==> src/i2cm_pkg.sv <==
// Shared types and constants for the I2C master bit engine.
// No dependencies; used by i2cm_front, i2cm_back and the top level.
package i2cm_pkg;

    // Command codes carried by the action field
    localparam logic [2:0] CMD_NONE  = 3'd0;
    localparam logic [2:0] CMD_START = 3'd1;
    localparam logic [2:0] CMD_STOP  = 3'd2;
    localparam logic [2:0] CMD_WRITE = 3'd3;
    localparam logic [2:0] CMD_READ  = 3'd4;

    // Phase indexes that matter inside the write and read sequences
    localparam logic [4:0] STEP_WR_LAST_BIT = 5'd24;
    localparam logic [4:0] STEP_WR_ACK      = 5'd25;
    localparam logic [4:0] STEP_RD_LAST_BIT = 5'd16;
    localparam logic [4:0] STEP_RD_ACK_DRV  = 5'd17;
    localparam logic [4:0] STEP_RD_ACK_HIGH = 5'd18;

    // Phase counts per command
    localparam logic [5:0] PHASES_START_STOP = 6'd3;
    localparam logic [5:0] PHASES_WRITE      = 6'd25;
    localparam logic [5:0] PHASES_WRITE_ACK  = 6'd27;
    localparam logic [5:0] PHASES_READ       = 6'd20;
    localparam logic [5:0] PHASES_IDLE       = 6'd1;

    localparam logic [15:0] PHASE_TICKS_RESET = 16'd5;

    typedef struct packed {
        logic [2:0] action;
        logic [7:0] write_byte;
        logic       ack_flag;
        logic       sda_in;
    } t_item;

    typedef struct packed {
        logic       scl_level;
        logic       sda_level;
        logic       sda_drive;
        logic       busy_res;
        logic       done_res;
        logic [7:0] read_data;
        logic       no_ack;
        logic       refused;
    } t_res;

    // Classified request handed from the front to the back
    typedef struct packed {
        logic [2:0] cmd;
        logic [7:0] write_byte;
        logic       ack_flag;
        logic       sda_in;
    } t_req;

    typedef struct packed {
        logic scl;
        logic sda;
        logic drv;
    } t_pins;

endpackage

==> src/i2c_master_bit_engine_top.sv <==
// Top level of the I2C master bit engine: request queue front end and pin sequencer.
// Depends on i2cm_pkg, i2cm_front and i2cm_back.
// A request is registered in the queue, then its result in the result register, where
// it is held until taken. Throughput: one request per cycle while the result register
// is free or being taken. Reset (synchronous, active low) empties the queue, sets
// phase_ticks to 5, idles the sequencer and drives SCL and SDA high.
module i2c_master_bit_engine_top #(
    parameter int QUEUE_DEPTH = 4
) (
    input  logic            i_clk,
    input  logic            i_rst_n,
    input  logic            i_in_valid,
    output logic            o_in_ready,
    input  i2cm_pkg::t_item i_item,
    output logic            o_out_valid,
    input  logic            i_out_ready,
    output i2cm_pkg::t_res  o_res,
    input  logic            i_cfg_wr_en,
    input  logic [15:0]     i_cfg_wr_data
);

    logic           w_q_valid;
    i2cm_pkg::t_req w_q_req;
    logic           w_q_pop;

    i2cm_front #(
        .DEPTH (QUEUE_DEPTH)
    ) u_front (
        .i_clk      (i_clk),
        .i_rst_n    (i_rst_n),
        .i_in_valid (i_in_valid),
        .o_in_ready (o_in_ready),
        .i_item     (i_item),
        .o_q_valid  (w_q_valid),
        .o_q_req    (w_q_req),
        .i_q_pop    (w_q_pop)
    );

    i2cm_back u_back (
        .i_clk         (i_clk),
        .i_rst_n       (i_rst_n),
        .i_q_valid     (w_q_valid),
        .i_q_req       (w_q_req),
        .o_q_pop       (w_q_pop),
        .i_cfg_wr_en   (i_cfg_wr_en),
        .i_cfg_wr_data (i_cfg_wr_data),
        .o_out_valid   (o_out_valid),
        .i_out_ready   (i_out_ready),
        .o_res         (o_res)
    );

endmodule

==> src/i2cm_front.sv <==
// Front end: accepts ticks, classifies the action field and queues requests.
// Depends on i2cm_pkg.
module i2cm_front #(
    parameter int DEPTH = 4
) (
    input  logic            i_clk,
    input  logic            i_rst_n,
    input  logic            i_in_valid,
    output logic            o_in_ready,
    input  i2cm_pkg::t_item i_item,
    output logic            o_q_valid,
    output i2cm_pkg::t_req  o_q_req,
    input  logic            i_q_pop
);

    localparam int PW = $clog2(DEPTH);
    localparam int CW = $clog2(DEPTH + 1);

    i2cm_pkg::t_req r_mem [DEPTH];
    logic [PW-1:0]  r_wr_ptr, n_wr_ptr;
    logic [PW-1:0]  r_rd_ptr, n_rd_ptr;
    logic [CW-1:0]  r_count, n_count;
    i2cm_pkg::t_req w_req;
    logic           w_push;
    logic           w_pop;

    // Codes outside the command range are treated as no command
    always_comb begin
        w_req.write_byte = i_item.write_byte;
        w_req.ack_flag   = i_item.ack_flag;
        w_req.sda_in     = i_item.sda_in;
        unique case (i_item.action)
            i2cm_pkg::CMD_START,
            i2cm_pkg::CMD_STOP,
            i2cm_pkg::CMD_WRITE,
            i2cm_pkg::CMD_READ: w_req.cmd = i_item.action;
            default:            w_req.cmd = i2cm_pkg::CMD_NONE;
        endcase
    end

    assign o_in_ready = (r_count != CW'(DEPTH));
    assign o_q_valid  = (r_count != '0);
    assign o_q_req    = r_mem[r_rd_ptr];
    assign w_push     = i_in_valid && o_in_ready;
    assign w_pop      = o_q_valid && i_q_pop;

    always_comb begin
        n_wr_ptr = r_wr_ptr;
        n_rd_ptr = r_rd_ptr;
        n_count  = r_count;
        if (w_push) begin
            n_wr_ptr = (r_wr_ptr == PW'(DEPTH - 1)) ? '0 : r_wr_ptr + 1'b1;
        end
        if (w_pop) begin
            n_rd_ptr = (r_rd_ptr == PW'(DEPTH - 1)) ? '0 : r_rd_ptr + 1'b1;
        end
        priority if (w_push && !w_pop) begin
            n_count = r_count + 1'b1;
        end else if (w_pop && !w_push) begin
            n_count = r_count - 1'b1;
        end
    end

    always_ff @(posedge i_clk) begin
        if (!i_rst_n) begin
            r_wr_ptr <= '0;
            r_rd_ptr <= '0;
            r_count  <= '0;
        end else begin
            r_wr_ptr <= n_wr_ptr;
            r_rd_ptr <= n_rd_ptr;
            r_count  <= n_count;
        end
    end

    always_ff @(posedge i_clk) begin
        if (w_push) begin
            r_mem[r_wr_ptr] <= w_req;
        end
    end

endmodule

==> src/i2cm_back.sv <==
// Back end: pin sequencer that runs one queued tick per cycle into a result register
// while that register is free or being taken. Depends on i2cm_pkg.
module i2cm_back (
    input  logic           i_clk,
    input  logic           i_rst_n,
    input  logic           i_q_valid,
    input  i2cm_pkg::t_req i_q_req,
    output logic           o_q_pop,
    input  logic           i_cfg_wr_en,
    input  logic [15:0]    i_cfg_wr_data,
    output logic           o_out_valid,
    input  logic           i_out_ready,
    output i2cm_pkg::t_res o_res
);

    logic [15:0]       r_phase_ticks;
    logic [15:0]       r_tick_cnt, n_tick_cnt;
    logic [4:0]        r_step, n_step;
    logic [2:0]        r_cmd, n_cmd;
    logic [7:0]        r_shift, n_shift;
    logic              r_ack_req, n_ack_req;
    i2cm_pkg::t_pins   r_pins, n_pins;
    logic              r_no_ack, n_no_ack;
    logic [7:0]        r_read, n_read;
    logic              r_out_valid;
    i2cm_pkg::t_res    r_res, n_res;
    logic              w_take;

    // Pin levels set on the first tick of a phase
    function automatic i2cm_pkg::t_pins f_enter(
        input logic [2:0]      cmd,
        input logic [4:0]      s,
        input logic [7:0]      sh,
        input logic            ar,
        input i2cm_pkg::t_pins p
    );
        i2cm_pkg::t_pins r;
        logic [4:0]      x;
        logic [7:0]      prod;
        logic [2:0]      q;
        logic [4:0]      k;
        r    = p;
        x    = s - 5'd1;
        // x / 3 for x < 24 via multiply by 11 and shift
        prod = {3'b000, x} * 8'd11;
        q    = prod[7:5];
        k    = x - {1'b0, q, 1'b0} - {2'b00, q};
        unique case (cmd)
            i2cm_pkg::CMD_START: begin
                priority if (s == 5'd0) begin
                    r.scl = 1'b1; r.sda = 1'b1; r.drv = 1'b1;
                end else if (s == 5'd1) begin
                    r.sda = 1'b0;
                end else begin
                    r.scl = 1'b0;
                end
            end
            i2cm_pkg::CMD_STOP: begin
                priority if (s == 5'd0) begin
                    r.scl = 1'b0; r.sda = 1'b0; r.drv = 1'b1;
                end else if (s == 5'd1) begin
                    r.scl = 1'b1;
                end else begin
                    r.sda = 1'b1;
                end
            end
            i2cm_pkg::CMD_WRITE: begin
                priority if (s == 5'd0) begin
                    r.drv = 1'b1; r.scl = 1'b0;
                end else if (s <= i2cm_pkg::STEP_WR_LAST_BIT) begin
                    priority if (k == 5'd0) begin
                        r.sda = sh[3'd7 - q];
                    end else if (k == 5'd1) begin
                        r.scl = 1'b1;
                    end else begin
                        r.scl = 1'b0;
                    end
                end else if (s == i2cm_pkg::STEP_WR_ACK) begin
                    r.drv = 1'b0; r.scl = 1'b1;
                end else begin
                    r.scl = 1'b0;
                end
            end
            i2cm_pkg::CMD_READ: begin
                priority if (s == 5'd0) begin
                    r.drv = 1'b0;
                end else if (s <= i2cm_pkg::STEP_RD_LAST_BIT) begin
                    r.scl = s[0];
                end else if (s == i2cm_pkg::STEP_RD_ACK_DRV) begin
                    r.drv = 1'b1; r.scl = 1'b0; r.sda = !ar;
                end else if (s == i2cm_pkg::STEP_RD_ACK_HIGH) begin
                    r.scl = 1'b1;
                end else begin
                    r.scl = 1'b0;
                end
            end
            default: r = p;
        endcase
        return r;
    endfunction

    function automatic logic [5:0] f_phases(input logic [2:0] cmd, input logic ar);
        logic [5:0] n;
        unique case (cmd)
            i2cm_pkg::CMD_START,
            i2cm_pkg::CMD_STOP:  n = i2cm_pkg::PHASES_START_STOP;
            i2cm_pkg::CMD_WRITE: n = ar ? i2cm_pkg::PHASES_WRITE_ACK
                                        : i2cm_pkg::PHASES_WRITE;
            i2cm_pkg::CMD_READ:  n = i2cm_pkg::PHASES_READ;
            default:             n = i2cm_pkg::PHASES_IDLE;
        endcase
        return n;
    endfunction

    // Take the next request whenever the result register is free or draining
    assign w_take      = i_q_valid && (!r_out_valid || i_out_ready);
    assign o_q_pop     = w_take;
    assign o_out_valid = r_out_valid;
    assign o_res       = r_res;

    always_comb begin : comb_step
        logic        refused;
        logic        done;
        logic [15:0] pt;
        logic [15:0] tc_inc;
        logic [5:0]  s_inc;
        n_tick_cnt = r_tick_cnt;
        n_step     = r_step;
        n_cmd      = r_cmd;
        n_shift    = r_shift;
        n_ack_req  = r_ack_req;
        n_pins     = r_pins;
        n_no_ack   = r_no_ack;
        n_read     = r_read;
        refused    = 1'b0;
        done       = 1'b0;
        pt         = (r_phase_ticks == '0) ? 16'd1 : r_phase_ticks;

        if (r_cmd == i2cm_pkg::CMD_NONE) begin
            if (i_q_req.cmd != i2cm_pkg::CMD_NONE) begin
                n_cmd      = i_q_req.cmd;
                n_step     = '0;
                n_tick_cnt = '0;
                n_ack_req  = i_q_req.ack_flag;
                if (i_q_req.cmd == i2cm_pkg::CMD_WRITE) begin
                    n_shift  = i_q_req.write_byte;
                    n_no_ack = 1'b0;
                end
                if (i_q_req.cmd == i2cm_pkg::CMD_READ) begin
                    n_shift = '0;
                end
                n_pins = f_enter(n_cmd, n_step, n_shift, n_ack_req, n_pins);
            end
        end else if (i_q_req.cmd != i2cm_pkg::CMD_NONE) begin
            refused = 1'b1;
        end

        n_res.scl_level = n_pins.scl;
        n_res.sda_drive = n_pins.drv;
        n_res.sda_level = n_pins.drv & n_pins.sda;

        tc_inc = n_tick_cnt + 16'd1;
        s_inc  = {1'b0, n_step} + 6'd1;
        if (n_cmd != i2cm_pkg::CMD_NONE) begin
            if (tc_inc >= pt) begin
                if (n_cmd == i2cm_pkg::CMD_WRITE && n_step == i2cm_pkg::STEP_WR_ACK
                        && i_q_req.sda_in) begin
                    n_no_ack = 1'b1;
                end
                // Sample on the last tick of each SCL-high data phase
                if (n_cmd == i2cm_pkg::CMD_READ && n_step[0] && n_step != 5'd0
                        && n_step <= i2cm_pkg::STEP_RD_LAST_BIT) begin
                    n_shift = {n_shift[6:0], i_q_req.sda_in};
                end
                n_tick_cnt = '0;
                if (s_inc >= f_phases(n_cmd, n_ack_req)) begin
                    done = 1'b1;
                    if (n_cmd == i2cm_pkg::CMD_READ) begin
                        n_read = n_shift;
                    end
                    n_cmd  = i2cm_pkg::CMD_NONE;
                    n_step = '0;
                end else begin
                    n_step = s_inc[4:0];
                    n_pins = f_enter(n_cmd, n_step, n_shift, n_ack_req, n_pins);
                end
            end else begin
                n_tick_cnt = tc_inc;
            end
        end

        n_res.busy_res  = (n_cmd != i2cm_pkg::CMD_NONE);
        n_res.done_res  = done;
        n_res.read_data = n_read;
        n_res.no_ack    = n_no_ack;
        n_res.refused   = refused;
    end

    always_ff @(posedge i_clk) begin
        if (!i_rst_n) begin
            r_phase_ticks <= i2cm_pkg::PHASE_TICKS_RESET;
            r_tick_cnt    <= '0;
            r_step        <= '0;
            r_cmd         <= i2cm_pkg::CMD_NONE;
            r_shift       <= '0;
            r_ack_req     <= 1'b0;
            r_pins        <= '{scl: 1'b1, sda: 1'b1, drv: 1'b1};
            r_no_ack      <= 1'b0;
            r_read        <= '0;
            r_out_valid   <= 1'b0;
        end else begin
            if (i_cfg_wr_en) begin
                r_phase_ticks <= i_cfg_wr_data;
            end
            if (w_take) begin
                r_tick_cnt <= n_tick_cnt;
                r_step     <= n_step;
                r_cmd      <= n_cmd;
                r_shift    <= n_shift;
                r_ack_req  <= n_ack_req;
                r_pins     <= n_pins;
                r_no_ack   <= n_no_ack;
                r_read     <= n_read;
                r_out_valid <= 1'b1;
            end else if (i_out_ready) begin
                r_out_valid <= 1'b0;
            end
        end
    end

    always_ff @(posedge i_clk) begin
        if (w_take) begin
            r_res <= n_res;
        end
    end

endmodule

==> config.mk <==
export PLATFORM = sky130hd
export DESIGN_NAME = i2c_master_bit_engine_top
export DESIGN_NICKNAME = d
export VERILOG_FILES = /design/src/i2cm_pkg.sv /design/src/i2c_master_bit_engine_top.sv /design/src/i2cm_front.sv /design/src/i2cm_back.sv
export SDC_FILE = /design/constraint.sdc
export NUM_CORES = 1
export LEC_CHECK = 0
export ABC_CLOCK_PERIOD_IN_PS = 11100
export BUFFER_PORTS_ARGS = -buffer_cell sky130_fd_sc_hd__buf_2
export CAP_MARGIN = 20
export CORE_AREA = 5 5 168 170
export CTS_BUF_LIST = sky130_fd_sc_hd__clkbuf_8
export DETAILED_ROUTE_END_ITERATION = 6
export DIE_AREA = 0 0 173 175
export HOLD_SLACK_MARGIN = 0.02
export MAX_ROUTING_LAYER = met4
export PLACE_DENSITY_LB_ADDON = 0.15
export SYNTH_ARGS = -nofsm -noshare
export SYNTH_HDL_FRONTEND = slang
export SYNTH_SLANG_ARGS = --single-unit
==> constraint.sdc <==
create_clock -name i_clk -period 11.1 [get_ports i_clk]
set_input_delay 0.555 -clock i_clk [delete_from_list [all_inputs] [get_ports i_clk]]
set_output_delay 0.555 -clock i_clk [all_outputs]
set_load 0.01 [all_outputs]
==> run summary <==
The run finished with clean final reports. Terminus of the critical flop-to-flop path: u_back.r_pins[1]. VDD sags by at most 0.0001604 V.

The tools report the final-stage net count as 893. The startpoint of the lowest-slack hold path is i_item[7]. The commonest register cell after synthesis was dfxtp_1. The detailed router finished its first iteration with 260 violations. Highest attainable clock frequency: 144.7 MHz. The number of enable-type register cells in the synthesized netlist is 67, and the cell count of the worst hold path is 1. Setup repair after global routing left no endpoint under its margin. In this run the worst hold path is classified as in2reg. CTS saw 138 sinks. The final hold violation count came out at 0. Setup violations remaining at the end of the flow were counted as 0. Antenna diode instance count: 0.

The wire length per cell after detailed routing came out at 15.83 um. Counting the buffers created by CTS gives 17. Sequential cells were found to cover 43.88% of the synthesized design area. Data arrives at the worst endpoint at 7270 ps. The slack of the worst reg-to-reg path came out at 4190 ps. The share of synthesized flip-flops with an asynchronous set or reset was 0%. The number of inserted filler cells in the final layout came out at 2785.

For the cell area after synthesis, the log shows 0.007824 mm2. The logs give 762 for the cell count after synthesis and 5614 for the via count of the first global-routing pass. The number of top-level pins is 51. The critical path is of the reg2reg type.

For this configuration, the core starts out at a cell density of 29.44%. The tools report the total of cells resized after clock tree synthesis as 0. The floorplan step set the die width to 173 um. The iteration count of the initial detailed-routing pass was 4. In this run the post-CTS setup repair buffer count came out at 0. The number of core rows came out at 60.

Once layout is complete, the utilization of the core stands at 33.28%. Adding up every negative setup slack in the final design gives 0 ps. The tool flagged a number of max-cap violations equal to 0. The max-slew violation total from the final report was 0; the final critical-path required period was 6913 ps. Setup slack on the critical path of the routed design comes to 4187 ps.

For the worst flop-to-flop path, the logic depth is 20. The clock skew after layout was 20.56 ps; the number of warnings reported in the yosys synthesis log was 0. For the die footprint, the log shows 0.03028 mm2. The area occupied by multi-input gates was 0.004136 mm2; the data required time of the critical path was 11460 ps. In this run the worst path has a maximum fanout of 25. Once detail routing completed, the nets flagged for antenna violations numbered 0. Relative to the synthesized area, the layout overhead comes to 13.05%. The post-route netlist has 15.67% of its cells at a drive strength greater than 1. In this run the standard cell core region covers 0.02658 mm2. Cts-stage hold buffer count: 0. STA classifies the critical path startpoint as a register.

After detailed routing, the number of remaining DRC violations is 0. H-tree depth: 4. After detailed routing, the total wire length is 18420 um. The run gives 34.91% as the max-slew headroom at the worst pin.

Cell at the root of the clock tree: clkbuf_8. The detailed placer's ending HPWL was 13050 um; the insertion delay of the later-clocked pin in the worst-skew pair was 460 ps. The synthesized netlist contains 74 unique library cells. The analysis attributes to cell leakage a power of 0.003458 uW.

For the synthesized netlist net count, the log shows 845. The worst setup path is captured at a register. At the pin with the least slew margin, the transition time is 968.9 ps.

Routability-driven placement finished with a final weighted congestion of 0.8095. The floorplan die height is 175 um, and the register clock-pin slew on the reported worst setup and hold paths is 100 ps. TritonCTS built the clock tree. For the largest net degree at the start of global routing, the log shows 71. The largest area contributor in the synthesized netlist is edfxtp_1. Registers take 0.003433 mm2.

Global routing used 12.58% of the available tracks. Timing analysis after detailed placement gives a worst setup slack of 4078 ps. Post-synthesis sequential element count: 138. The count of buffers added on input and output ports is 50. After synthesis, the cell types taking the most area are edfxtp_1 (26%), dfxtp_1 (18%), ha_1 (7.7%). The area share of the largest cell type after synthesis was 25.72%.

The via count is 5650. The path with the worst hold slack has its endpoint at u_front.r_mem[0][7]. The via count normalized by instance count works out to 4.854. In this run the mean area of a mapped cell was 10.27 um2.

The initial antenna violation count is 0, and the clock tree buffer depth is 2. The first-pass GRT wire length is 29950 um, and the power per cell area is 227.5 mW/mm2. The period utilization came out at 62.28%. Summed over all layers, the global routing overflow is 0.
==> cells in the mapped netlist (15+ instances only) <==
master    number
a21boi_0      20
a21o_1        15
a21oi_1       29
and2_1        15
clkbuf_1      24
dfxtp_1       71
edfxtp_1      67
ha_1          48
inv_1         31
mux2i_1       34
nand2_1       66
nand3_1       27
nor2_1        53
nor2b_1       40
nor3_1        15
o21ai_0       25
xor2_1        18
==> worst max-delay path by stage <==
stage / end
2_1_floorplan: u_back.r_pins[1]
3_3_place_gp: u_back.r_pins[1]
3_5_place_dp: u_back.r_pins[1]
4_1_cts: u_back.r_pins[1]
5_1_grt: u_back.r_pins[1]
6_report: u_back.r_pins[1]
==> logic make-up (layout without fill, tap and decap cells) <==
group / count (synthesis) / count (layout) / synth area share (%)
simple gates: 273 / 273 / 18.07
flops: 138 / 138 / 43.88
fa+ha+maj: 49 / 49 / 7.932
buf+inv: 62 / 123 / 3.310
xor+xnor: 27 / 27 / 3.198
mux: 57 / 57 / 9.819
compound gates: 156 / 156 / 13.79
==> critical path, stage by stage, from the launching register on <==
cell     delay (ps)
dfxtp_1         860
mux4_1          850
o31a_2          360
buf_4           230
nor2_1          360
ha_1            440
nand2_1         130
or3_1           380
a21oi_4         220
ha_1            270
ha_1            300
ha_1            320
or3_2           540
nand2_1         150
inv_1           100
ha_1            180
xnor3_1         380
mux2i_1         220
and3_1          190
o22ai_1          80
o31a_1          270
==> cell usage in the layout, fill, tap and decap left out, types with 10 or more instances in the layout <==
cell       n
nor3_1    15
edfxtp_1  67
a21oi_1   29
o21ai_0   25
nor2_1    53
a21o_1    15
buf_2     50
inv_1     31
and2_1    15
ha_1      48
xor2_1    18
mux2i_1   34
nand3_1   27
and3_1    10
nor2b_1   40
clkbuf_8  17
dfxtp_1   71
mux4_2    11
a21boi_0  20
nand2_1   66
==> where the power goes <==
group          internal (uW)  leakage (uW)  switching [uW]
clock                    191      0.000205             234
combinational            317       0.00205             577
sequential               630       0.00121            62.8
total                   1140       0.00346             874
==> state kept, by name, indices dropped and copies added, names as in the netlist, named ones only <==
name                  cells
u_front.r_count           3
u_back.o_out_valid        1
u_back.r_cmd              3
u_front.r_mem            52
u_back.r_shift            8
u_back.r_step             5
u_front.r_rd_ptr          2
u_back.r_phase_ticks     16
u_back.r_pins             3
u_back.r_ack_req          1
u_back.r_read             8
u_back.r_tick_cnt        16
u_front.r_wr_ptr          2
u_back.o_res             15
u_back.r_no_ack           1
==> layout make-up <==
class / count / area share [%]
clock buffers: 17 / 2.645
flip-flops and latches: 138 / 38.82
repair buffers: 59 / 3.593
clock inverters: 15 / 1.995
multi-input cells: 562 / 46.77
inverters: 32 / 1.358
well taps: 341 / 4.824
==> routing by layer <==
metal / routed length, um / track usage (%) / up-vias / share of wire, %
li1: - / - / 2892 / -
met2: 8277 / 18.93 / 77 / 45
met1: 9458 / 17.43 / 2666 / 51
met4: 242 / 3.492 / 0 / 1.3
met3: 444 / 2.315 / 15 / 2.4
met5: 0 / - / - / 0
==> metrics by stage <==
step | std cells | instance area, um2 | total power, uW | hold WS (ps)
2_1_floorplan | 762 | 7824 | 1331 | 440.6
3_3_place_gp | 1132 | 8434 | 1613 | 452.0
3_5_place_dp | 1132 | 8434 | 1606 | 460.0
4_1_cts | 1164 | 8845 | 2044 | 280.3
5_1_grt | 1164 | 8845 | 2170 | 275.4
6_report | 1164 | 8845 | 2013 | 308.7
No activity file was read; power rests on OpenSTA's default activity.
